`src/rtl/biae_pkg.sv`:
```
// Package for the bounded signed-word table engine: command, status and
// sequencer state codes. No dependencies.
`default_nettype none
package biae_pkg;

  typedef enum logic [2:0] {
    CMD_APPEND  = 3'd0,
    CMD_READ    = 3'd1,
    CMD_WRITE   = 3'd2,
    CMD_RMAT    = 3'd3,
    CMD_RMVAL   = 3'd4,
    CMD_REVERSE = 3'd5,
    CMD_SORT    = 3'd6,
    CMD_SEARCH  = 3'd7
  } cmd_t;

  typedef enum logic [1:0] {
    ST_OK      = 2'd0,
    ST_RANGE   = 2'd1,
    ST_FULL    = 2'd2,
    ST_MISSING = 2'd3
  } status_t;

  typedef enum logic [4:0] {
    S_IDLE,
    S_RD,      // dispatch: first step of each command
    S_RD_WAIT, // read data now registered
    S_SHIFT_R, // shift down: read i+1
    S_SHIFT_W, // shift down: write i
    S_FIND,    // value search compare
    S_REV_RB,  // reverse: second read
    S_REV_W1,  // reverse: write low side
    S_REV_W2,  // reverse: write high side
    S_REV_WAIT_GO, // reverse: read next low-side entry
    S_SORT_RD, // sort: read j-1
    S_SORT_CMP,// sort: compare and move
    S_SORT_NXT,// sort: step down to the next lower entry
    S_SORT_ADV,// sort: move on to the next key
    S_BS,      // binary search: read mid
    S_BS_CMP,  // binary search: compare
    S_BS_CHK,  // binary search: check the lower-bound entry
    S_DONE
  } state_t;

  // Signed order of two words.
  function automatic logic less_than(input logic [31:0] a, input logic [31:0] b);
    less_than = $signed(a) < $signed(b);
  endfunction

endpackage
`default_nettype wire

```
`src/rtl/biae_mem.sv`:
```
// Single-port element store with registered read for the table engine.
// Depends on nothing but its parameters.
`default_nettype none
module biae_mem #(
  parameter int DEPTH = 64,
  parameter int AW    = 6
) (
  input  wire logic          clk,
  input  wire logic          we,
  input  wire logic [AW-1:0] addr,
  input  wire logic [31:0]   wdata,
  output logic      [31:0]   rdata
);
  logic [31:0] mem [DEPTH];

  always_ff @(posedge clk) begin
    if (we) begin
      mem[addr] <= wdata;
    end
    rdata <= mem[addr];
  end
endmodule
`default_nettype wire

```
`src/rtl/bounded_int_array_engine.sv`:
```
// Top level of the bounded signed-word table engine: sequencer driving one
// store port and signed compare logic. Uses biae_pkg and biae_mem.
//
//  channel | direction | tdata fields (low bit up)
//  in_     | slave     | command[2:0], index[8:3], value[40:9], zero pad to 48
//  out_    | master    | read_value[31:0], found_index[37:32], status[39:38],
//          |           | count[46:40], empty_res[47]
//
// One word is worked at a time; in_tready is high only while the sequencer
// is idle and no result is waiting. Append, write and any rejected command
// pass S_RD and S_DONE; read adds S_RD_WAIT. Remove shifts each entry down
// via S_SHIFT_R and S_SHIFT_W; remove by value first scans in S_FIND, one
// entry compared at a time. Reverse swaps each pair via S_REV_RB, S_REV_W1,
// S_REV_W2 and S_REV_WAIT_GO. Sort is insertion sort (S_SORT_RD, S_SORT_ADV
// per key, S_SORT_CMP, S_SORT_NXT per move); search takes S_BS and S_BS_CMP
// per halving step plus one check read. All share the single memory port.
// Reset (rst_n low, synchronous) clears the count and the sequencer; the
// store itself is not cleared. A result waits in the output register while
// out_tready is low, and the next word is taken once it has been delivered.
`default_nettype none
module bounded_int_array_engine #(
  parameter int DEPTH = 64
) (
  input  wire logic        clk,
  input  wire logic        rst_n,
  input  wire logic        in_tvalid,
  output logic             in_tready,
  input  wire logic [47:0] in_tdata,  // command, index, value
  output logic             out_tvalid,
  input  wire logic        out_tready,
  output logic      [47:0] out_tdata  // read_value, found_index, status, count, empty_res
);
  localparam int AW = (DEPTH > 1) ? $clog2(DEPTH) : 1;
  localparam int CW = $clog2(DEPTH + 1);

  biae_pkg::state_t state_r, state_nxt;
  biae_pkg::cmd_t   cmd_r, cmd_nxt;
  logic [5:0]  idx_r, idx_nxt;
  logic [31:0] val_r, val_nxt;
  logic [CW-1:0] cnt_r, cnt_nxt;
  logic [CW-1:0] i_r, i_nxt, j_r, j_nxt, lo_r, lo_nxt, hi_r, hi_nxt;
  logic [31:0] t_r, t_nxt;       // held word (swap / insertion key)
  logic [31:0] rd_r, rd_nxt;
  logic [5:0]  fnd_r, fnd_nxt;
  biae_pkg::status_t st_r, st_nxt;
  logic        ov_r, ov_nxt;

  logic          we;
  logic [AW-1:0] addr;
  logic [31:0]   wdata, rdata;
  logic [CW-1:0] mid;
  logic [CW-1:0] idx_ext;

  biae_mem #(.DEPTH(DEPTH), .AW(AW)) u_mem (
    .clk(clk), .we(we), .addr(addr), .wdata(wdata), .rdata(rdata)
  );

  assign in_tready  = (state_r == biae_pkg::S_IDLE) && !ov_r;
  assign out_tvalid = ov_r;
  assign out_tdata  = {(cnt_r == '0), 7'(cnt_r), st_r, fnd_r, rd_r};
  assign mid        = lo_r + ((hi_r - lo_r) >> 1);
  assign idx_ext    = CW'(idx_r);

  always_ff @(posedge clk) begin
    if (!rst_n) begin
      state_r <= biae_pkg::S_IDLE;
      cnt_r   <= '0;
      ov_r    <= 1'b0;
    end else begin
      state_r <= state_nxt;
      cnt_r   <= cnt_nxt;
      ov_r    <= ov_nxt;
    end
    cmd_r <= cmd_nxt; idx_r <= idx_nxt; val_r <= val_nxt;
    i_r <= i_nxt; j_r <= j_nxt; lo_r <= lo_nxt; hi_r <= hi_nxt;
    t_r <= t_nxt; rd_r <= rd_nxt; fnd_r <= fnd_nxt; st_r <= st_nxt;
  end

  always_comb begin
    state_nxt = state_r; cmd_nxt = cmd_r; idx_nxt = idx_r; val_nxt = val_r;
    cnt_nxt = cnt_r; i_nxt = i_r; j_nxt = j_r; lo_nxt = lo_r; hi_nxt = hi_r;
    t_nxt = t_r; rd_nxt = rd_r; fnd_nxt = fnd_r; st_nxt = st_r;
    ov_nxt = ov_r && !out_tready;
    we = 1'b0; addr = '0; wdata = val_r;
    unique case (state_r)
      biae_pkg::S_IDLE: begin
        if (in_tvalid && in_tready) begin
          cmd_nxt = biae_pkg::cmd_t'(in_tdata[2:0]);
          idx_nxt = in_tdata[8:3];
          val_nxt = in_tdata[40:9];
          rd_nxt = '0; fnd_nxt = '0; st_nxt = biae_pkg::ST_OK;
          i_nxt = '0; lo_nxt = '0; hi_nxt = cnt_r;
          state_nxt = biae_pkg::S_RD;
        end
      end
      biae_pkg::S_RD: begin
        // Dispatch: first step of each command.
        state_nxt = biae_pkg::S_DONE;
        unique case (cmd_r)
          biae_pkg::CMD_APPEND: begin
            if (cnt_r >= CW'(DEPTH)) begin
              st_nxt = biae_pkg::ST_FULL;
            end else begin
              we = 1'b1; addr = AW'(cnt_r); cnt_nxt = cnt_r + 1'b1;
            end
          end
          biae_pkg::CMD_READ: begin
            if (idx_ext >= cnt_r) st_nxt = biae_pkg::ST_RANGE;
            else begin
              addr = AW'(idx_r); state_nxt = biae_pkg::S_RD_WAIT;
            end
          end
          biae_pkg::CMD_WRITE: begin
            if (idx_ext >= cnt_r) st_nxt = biae_pkg::ST_RANGE;
            else begin
              we = 1'b1; addr = AW'(idx_r);
            end
          end
          biae_pkg::CMD_RMAT: begin
            if (idx_ext >= cnt_r) st_nxt = biae_pkg::ST_RANGE;
            else begin
              i_nxt = idx_ext; state_nxt = biae_pkg::S_SHIFT_R;
            end
          end
          biae_pkg::CMD_RMVAL: begin
            if (cnt_r == '0) st_nxt = biae_pkg::ST_MISSING;
            else begin
              addr = '0; state_nxt = biae_pkg::S_FIND;
            end
          end
          biae_pkg::CMD_REVERSE: begin
            if (cnt_r > CW'(1)) begin
              i_nxt = '0; j_nxt = cnt_r - 1'b1;
              addr = '0; state_nxt = biae_pkg::S_REV_RB;
            end
          end
          biae_pkg::CMD_SORT: begin
            if (cnt_r > CW'(1)) begin
              i_nxt = CW'(1); j_nxt = CW'(1);
              addr = AW'(1); state_nxt = biae_pkg::S_SORT_RD;
              t_nxt = '0;
            end
          end
          biae_pkg::CMD_SEARCH: begin
            state_nxt = biae_pkg::S_BS;
          end
          default: ;
        endcase
      end
      biae_pkg::S_RD_WAIT: begin
        rd_nxt = rdata; state_nxt = biae_pkg::S_DONE;
      end
      biae_pkg::S_FIND: begin
        if (rdata == val_r) begin
          state_nxt = biae_pkg::S_SHIFT_R;
        end else if (i_r + 1'b1 >= cnt_r) begin
          st_nxt = biae_pkg::ST_MISSING; state_nxt = biae_pkg::S_DONE;
        end else begin
          i_nxt = i_r + 1'b1; addr = AW'(i_r + 1'b1);
        end
      end
      biae_pkg::S_SHIFT_R: begin
        if (i_r + 1'b1 >= cnt_r) begin
          cnt_nxt = cnt_r - 1'b1; state_nxt = biae_pkg::S_DONE;
        end else begin
          addr = AW'(i_r + 1'b1); state_nxt = biae_pkg::S_SHIFT_W;
        end
      end
      biae_pkg::S_SHIFT_W: begin
        we = 1'b1; addr = AW'(i_r); wdata = rdata;
        i_nxt = i_r + 1'b1; state_nxt = biae_pkg::S_SHIFT_R;
      end
      biae_pkg::S_REV_RB: begin
        // rdata holds entry i; fetch entry j.
        t_nxt = rdata; addr = AW'(j_r); state_nxt = biae_pkg::S_REV_W1;
      end
      biae_pkg::S_REV_W1: begin
        we = 1'b1; addr = AW'(i_r); wdata = rdata; state_nxt = biae_pkg::S_REV_W2;
      end
      biae_pkg::S_REV_W2: begin
        we = 1'b1; addr = AW'(j_r); wdata = t_r;
        if (i_r + 1'b1 < j_r - 1'b1) begin
          i_nxt = i_r + 1'b1; j_nxt = j_r - 1'b1;
          state_nxt = biae_pkg::S_REV_WAIT_GO;
        end else begin
          state_nxt = biae_pkg::S_DONE;
        end
      end
      biae_pkg::S_REV_WAIT_GO: begin
        addr = AW'(i_r); state_nxt = biae_pkg::S_REV_RB;
      end
      biae_pkg::S_SORT_RD: begin
        // Key element i is now in rdata; start comparing with j-1.
        t_nxt = rdata; j_nxt = i_r;
        addr = AW'(i_r - 1'b1); state_nxt = biae_pkg::S_SORT_CMP;
      end
      biae_pkg::S_SORT_CMP: begin
        // rdata holds entry j-1.
        if (biae_pkg::less_than(t_r, rdata)) begin
          we = 1'b1; addr = AW'(j_r); wdata = rdata;
          j_nxt = j_r - 1'b1;
          state_nxt = biae_pkg::S_SORT_NXT;
        end else begin
          we = 1'b1; addr = AW'(j_r); wdata = t_r;
          state_nxt = biae_pkg::S_SORT_ADV;
        end
      end
      biae_pkg::S_SORT_NXT: begin
        if (j_r == '0) begin
          we = 1'b1; addr = '0; wdata = t_r; state_nxt = biae_pkg::S_SORT_ADV;
        end else begin
          addr = AW'(j_r - 1'b1); state_nxt = biae_pkg::S_SORT_CMP;
        end
      end
      biae_pkg::S_SORT_ADV: begin
        if (i_r + 1'b1 >= cnt_r) state_nxt = biae_pkg::S_DONE;
        else begin
          i_nxt = i_r + 1'b1; addr = AW'(i_r + 1'b1);
          state_nxt = biae_pkg::S_SORT_RD;
        end
      end
      biae_pkg::S_BS: begin
        if (lo_r < hi_r) begin
          addr = AW'(mid); state_nxt = biae_pkg::S_BS_CMP;
        end else if (lo_r < cnt_r) begin
          addr = AW'(lo_r); state_nxt = biae_pkg::S_BS_CHK;
        end else begin
          st_nxt = biae_pkg::ST_MISSING; state_nxt = biae_pkg::S_DONE;
        end
      end
      biae_pkg::S_BS_CMP: begin
        if (biae_pkg::less_than(rdata, val_r)) lo_nxt = mid + 1'b1;
        else hi_nxt = mid;
        state_nxt = biae_pkg::S_BS;
      end
      biae_pkg::S_BS_CHK: begin
        if (rdata == val_r) fnd_nxt = 6'(lo_r);
        else st_nxt = biae_pkg::ST_MISSING;
        state_nxt = biae_pkg::S_DONE;
      end
      biae_pkg::S_DONE: begin
        if (!ov_r || out_tready) begin
          ov_nxt = 1'b1; state_nxt = biae_pkg::S_IDLE;
        end
      end
      default: state_nxt = biae_pkg::S_IDLE;
    endcase
  end

`ifndef SYNTHESIS
  a_count_bound: assert property (@(posedge clk) disable iff (!rst_n)
    cnt_r <= CW'(DEPTH)) else $error("count above depth");
  a_ready_idle: assert property (@(posedge clk) disable iff (!rst_n)
    in_tready |-> !(state_r == biae_pkg::S_DONE)) else $error("ready while busy");
  a_count_step: assert property (@(posedge clk) disable iff (!rst_n)
    cnt_r != $past(cnt_r) |-> state_r != biae_pkg::S_IDLE || $past(state_r) != biae_pkg::S_IDLE)
    else $error("count moved while idle");
  a_out_hold: assert property (@(posedge clk) disable iff (!rst_n)
    out_tvalid && !out_tready |=> out_tvalid && $stable(out_tdata))
    else $error("waiting result changed");
`endif
endmodule
`default_nettype wire

```
`config.mk`:
```
export PLATFORM = sky130hd
export DESIGN_NAME = bounded_int_array_engine
export DESIGN_NICKNAME = d
export VERILOG_FILES = /design/src/rtl/biae_pkg.sv /design/src/rtl/biae_mem.sv /design/src/rtl/bounded_int_array_engine.sv
export SDC_FILE = /design/constraint.sdc
export NUM_CORES = 2
export LEC_CHECK = 0
export ABC_AREA = 1
export BUFFER_PORTS_ARGS = -buffer_cell sky130_fd_sc_hd__clkbuf_2
export CORE_MARGIN = 2
export CORE_UTILIZATION = 40
export CTS_CLUSTER_DIAMETER = 50
export DETAILED_ROUTE_END_ITERATION = 6
export SLEW_MARGIN = 20
export SYNTH_ARGS = -nofsm -noshare
export SYNTH_HDL_FRONTEND = slang
export SYNTH_HIERARCHICAL = 1
export SYNTH_SLANG_ARGS = --single-unit
```
`constraint.sdc`:
```
create_clock -name clk -period 12.6 [get_ports clk]
set_input_delay 2.52 -clock clk [delete_from_list [all_inputs] [get_ports clk]]
set_output_delay 2.52 -clock clk [all_outputs]
set_load 0.05 [all_outputs]
```
==> reports/results.ini <==
[drt]
wl_per_cell_um=20.8
drt_iter0_drc=7488
drc=0
drtAntennaViolNets=0
wl_um=277000
dr_total_vias=67876
avgViaCountPerCell=5.11
dr.pass1.iters=6

[cts]
cts.clk_slew.worst_paths_ns=0.06
root_buffer=clkbuf_16
htree_levels=4
numCtsBuffers=230
tritoncts=built
post_cts_buffers=0
clock-sinks=2234
cts_resized=0
clk_latency_ns=0.88
cts_hold_buf=0
cts.path.max_buffers=3

[setup_path]
crit_path_max_incr_delay_ns=0.94
r2r_setup_slack_ns=5.18
path_class=flip-flop to flip-flop
cp_common_cell=nand2_1
crit_fanout=90
endpoint_kind=flip-flop
slowest_stage=buf_4
worst_ep_required_time_ns=13.42
arrival_ns=8.24
cp-start-kind=flip-flop

[cells_and_area]
multiInputGateArea_sq_um=29000
area_delta_synth_final_pct=12.1
fin_cells=13271
drive_above_1_share=0.0753
fillers=22267
nets=10032
regArea_sq_um=66600

[synthesis]
synth.largest_area_cell=edfxtp_1
syn_area_sq_um=98000
synth.top_cell.area_share=0.671
synth_edf_count=2189
synth_nets=10010
yosys.cell_types.count=55
synthCells=9847
synth-seq-cells=2234
ys_seq_area_frac=0.680
yosysWarnings=6
synthArstFlopShare=0
ys.flop_type=edfxtp_1
avgSynthCellArea_sq_um=9.95
synthTopCellsByArea=edfxtp_1 (67%), nand2_1 (23%), ha_1 (1.4%)

[timing]
drv_slew=0
rsz0062_at_grt=no
min_period_over_period=0.589
hold_viol=0
min_period_ns=7.42
skew_ns=0.0453
finalSetupTns_ns=0
worst_pin_slew_ns=1.16
clock.fmax_mhz=135
setup_viol=0
relSlewSlack=0.227

[floorplan]
die_area_sq_um=249000
start_util=0.403
dieHeight_um=499
core-area_sq_um=243000
die_w_um=499
ios=102
row_count=181

[placed_design]
gp_congestion=0.888
place_inst=12839
port_buffers=94
dp_hpwl_um=149000

[pwr]
ir_worst_vdd_mv=0.244
power_leakage_nw=45.5
pwr_density_cell_nw_per_um2=222

[global_routing]
grt_pass1_vias=64350
grt.total_usage=0.218
grt_antenna_before_repair=11
overflow=0
grt_pass1_wl_um=410000
grt_start_max_net_pins=180

[job]
drv_cap=0

[run_status]
status=completed

[worst_hold_path]
hold_path_class=flip-flop to flip-flop

-- state kept, by name, indices dropped and copies added (netlist names), 6 cells and up --
register and cells:
cnt_r 7, u_mem/mem 2048, fnd_r 6, t_r 32, j_r 7, lo_r 7
u_mem/rdata 32, i_r 7, idx_r 6, val_r 32, rd_r 32, hi_r 7
-- through the flow --
stage | cell area (sq um) | power, mW | utilization | setup slack, ns | hold WS (ns)
6_report | 110000 | 24.4 | 0.451 | 5.18 | 0.568
4_1_cts | 110000 | 24.5 | 0.451 | 5.25 | 0.559
3_3_place_gp | 102000 | 17.6 | 0.421 | 5.30 | 0.537
2_1_floorplan | 98000 | 15.3 | - | 5.85 | 0.554
3_5_place_dp | 102000 | 17.7 | 0.421 | 5.25 | 0.550
5_1_grt | 110000 | 25.8 | 0.451 | 4.67 | 0.593
-- final cells by class --
type                       count  area share
multi-input combinational   6896       0.264
timing repair buffer         252      0.0162
clock buffer                 294      0.0556
inverter                     255     0.00894
antenna                        2   0.0000455
tap                         3202      0.0365
sequential                  2234       0.606
clock inverter               136      0.0126
-- layout by cell type (no fill, tap or decap), types with 7 or more instances in the layout --
cell          n
a21oi_1     101
buf_12       10
buf_4       148
clkinv_1     38
edfxtp_1   2189
clkbuf_8      7
clkinv_2     50
ha_1        109
nor3_1       12
clkbuf_16   232
nor2_1      269
nand3_1     109
inv_6         8
bufinv_16    18
clkbuf_2     94
nor3_2        7
inv_2        22
inv_1       227
o22ai_1      11
or2_2         9
clkbuf_1     55
nand2_1    5942
nand4_1      28
o221ai_1     40
o211ai_1     13
a21oi_4      33
dfxtp_1      45
xor2_1       21
o21ai_0      55
nor3_4        8
nor2_4       63
-- cell families after synthesis --
group	count (synthesis)	share of synthesized area
xor+xnor	26	0.00232
fa+ha+maj	111	0.0143
flops	2234	0.680
compound gates	287	0.0179
simple gates	6472	0.252
buf+inv	717	0.0333
-- metal layers --
| layer | vias to the layer above | GRT usage | part of all wire |
|---|---|---|---|
| met4 | 4 | 0.0635 | 0.026 |
| li1 | 32163 | - | - |
| met1 | 32794 | 0.309 | 0.44 |
| met3 | 398 | 0.0310 | 0.075 |
| met2 | 2517 | 0.348 | 0.46 |
| met5 | - | 0 | 0.000090 |
-- cells in the mapped netlist, types with 2 or more instances --
master	n
a211oi_1	5
a21oi_1	127
a21oi_2	7
a22oi_1	3
a31oi_1	5
a32oi_1	3
a41oi_1	2
buf_1	32
buf_2	173
buf_4	85
buf_6	4
clkbuf_1	167
clkinv_1	2
dfxtp_1	45
edfxtp_1	2189
fa_1	2
ha_1	109
inv_1	228
inv_2	24
nand2_1	5942
nand2_2	6
nand3_1	110
nand3_2	4
nand4_1	28
nor2_1	330
nor2_2	4
nor2_4	2
nor3_1	15
nor3_2	11
nor4_1	4
o2111ai_1	2
o211ai_1	13
o21a_1	2
o21ai_0	55
o21ai_1	4
o221ai_1	40
o22ai_1	11
o31ai_1	2
or2_1	2
or2_2	9
xnor2_1	5
xor2_1	21
-- worst max-delay path, delay by kind of cell (launching register included) --
kind,cells,cell delay [ns]
adders and majority gates,2,0.57
AOI/OAI and AO/OA,3,0.67
buffers and inverters,5,3.20
and+or+nand+nor,16,2.09
xor gates and xnor gates,1,0.17
DFF,1,0.50
-- final timing paths --
path	from	end	cells after the start
max reg2reg	i_r[0]$_DFFE_PP_	u_mem/rdata[19]$_DFF_P_	27
min reg2reg	cnt_r[5]$_SDFFE_PN0P_	cnt_r[5]$_SDFFE_PN0P_	2
min	cnt_r[5]$_SDFFE_PN0P_	cnt_r[5]$_SDFFE_PN0P_	2
max	i_r[0]$_DFFE_PP_	u_mem/rdata[19]$_DFF_P_	27
-- where the power goes --
group	switching, mW	total, mW	internal, mW	leakage (nW)
combinational	6.22	8.24	2.02	21.6
sequential	0.238	9.45	9.21	20.2
clock	2.94	6.75	3.81	3.66
total	9.39	24.4	15.0	45.5
Power figures use the tool's default switching activity.
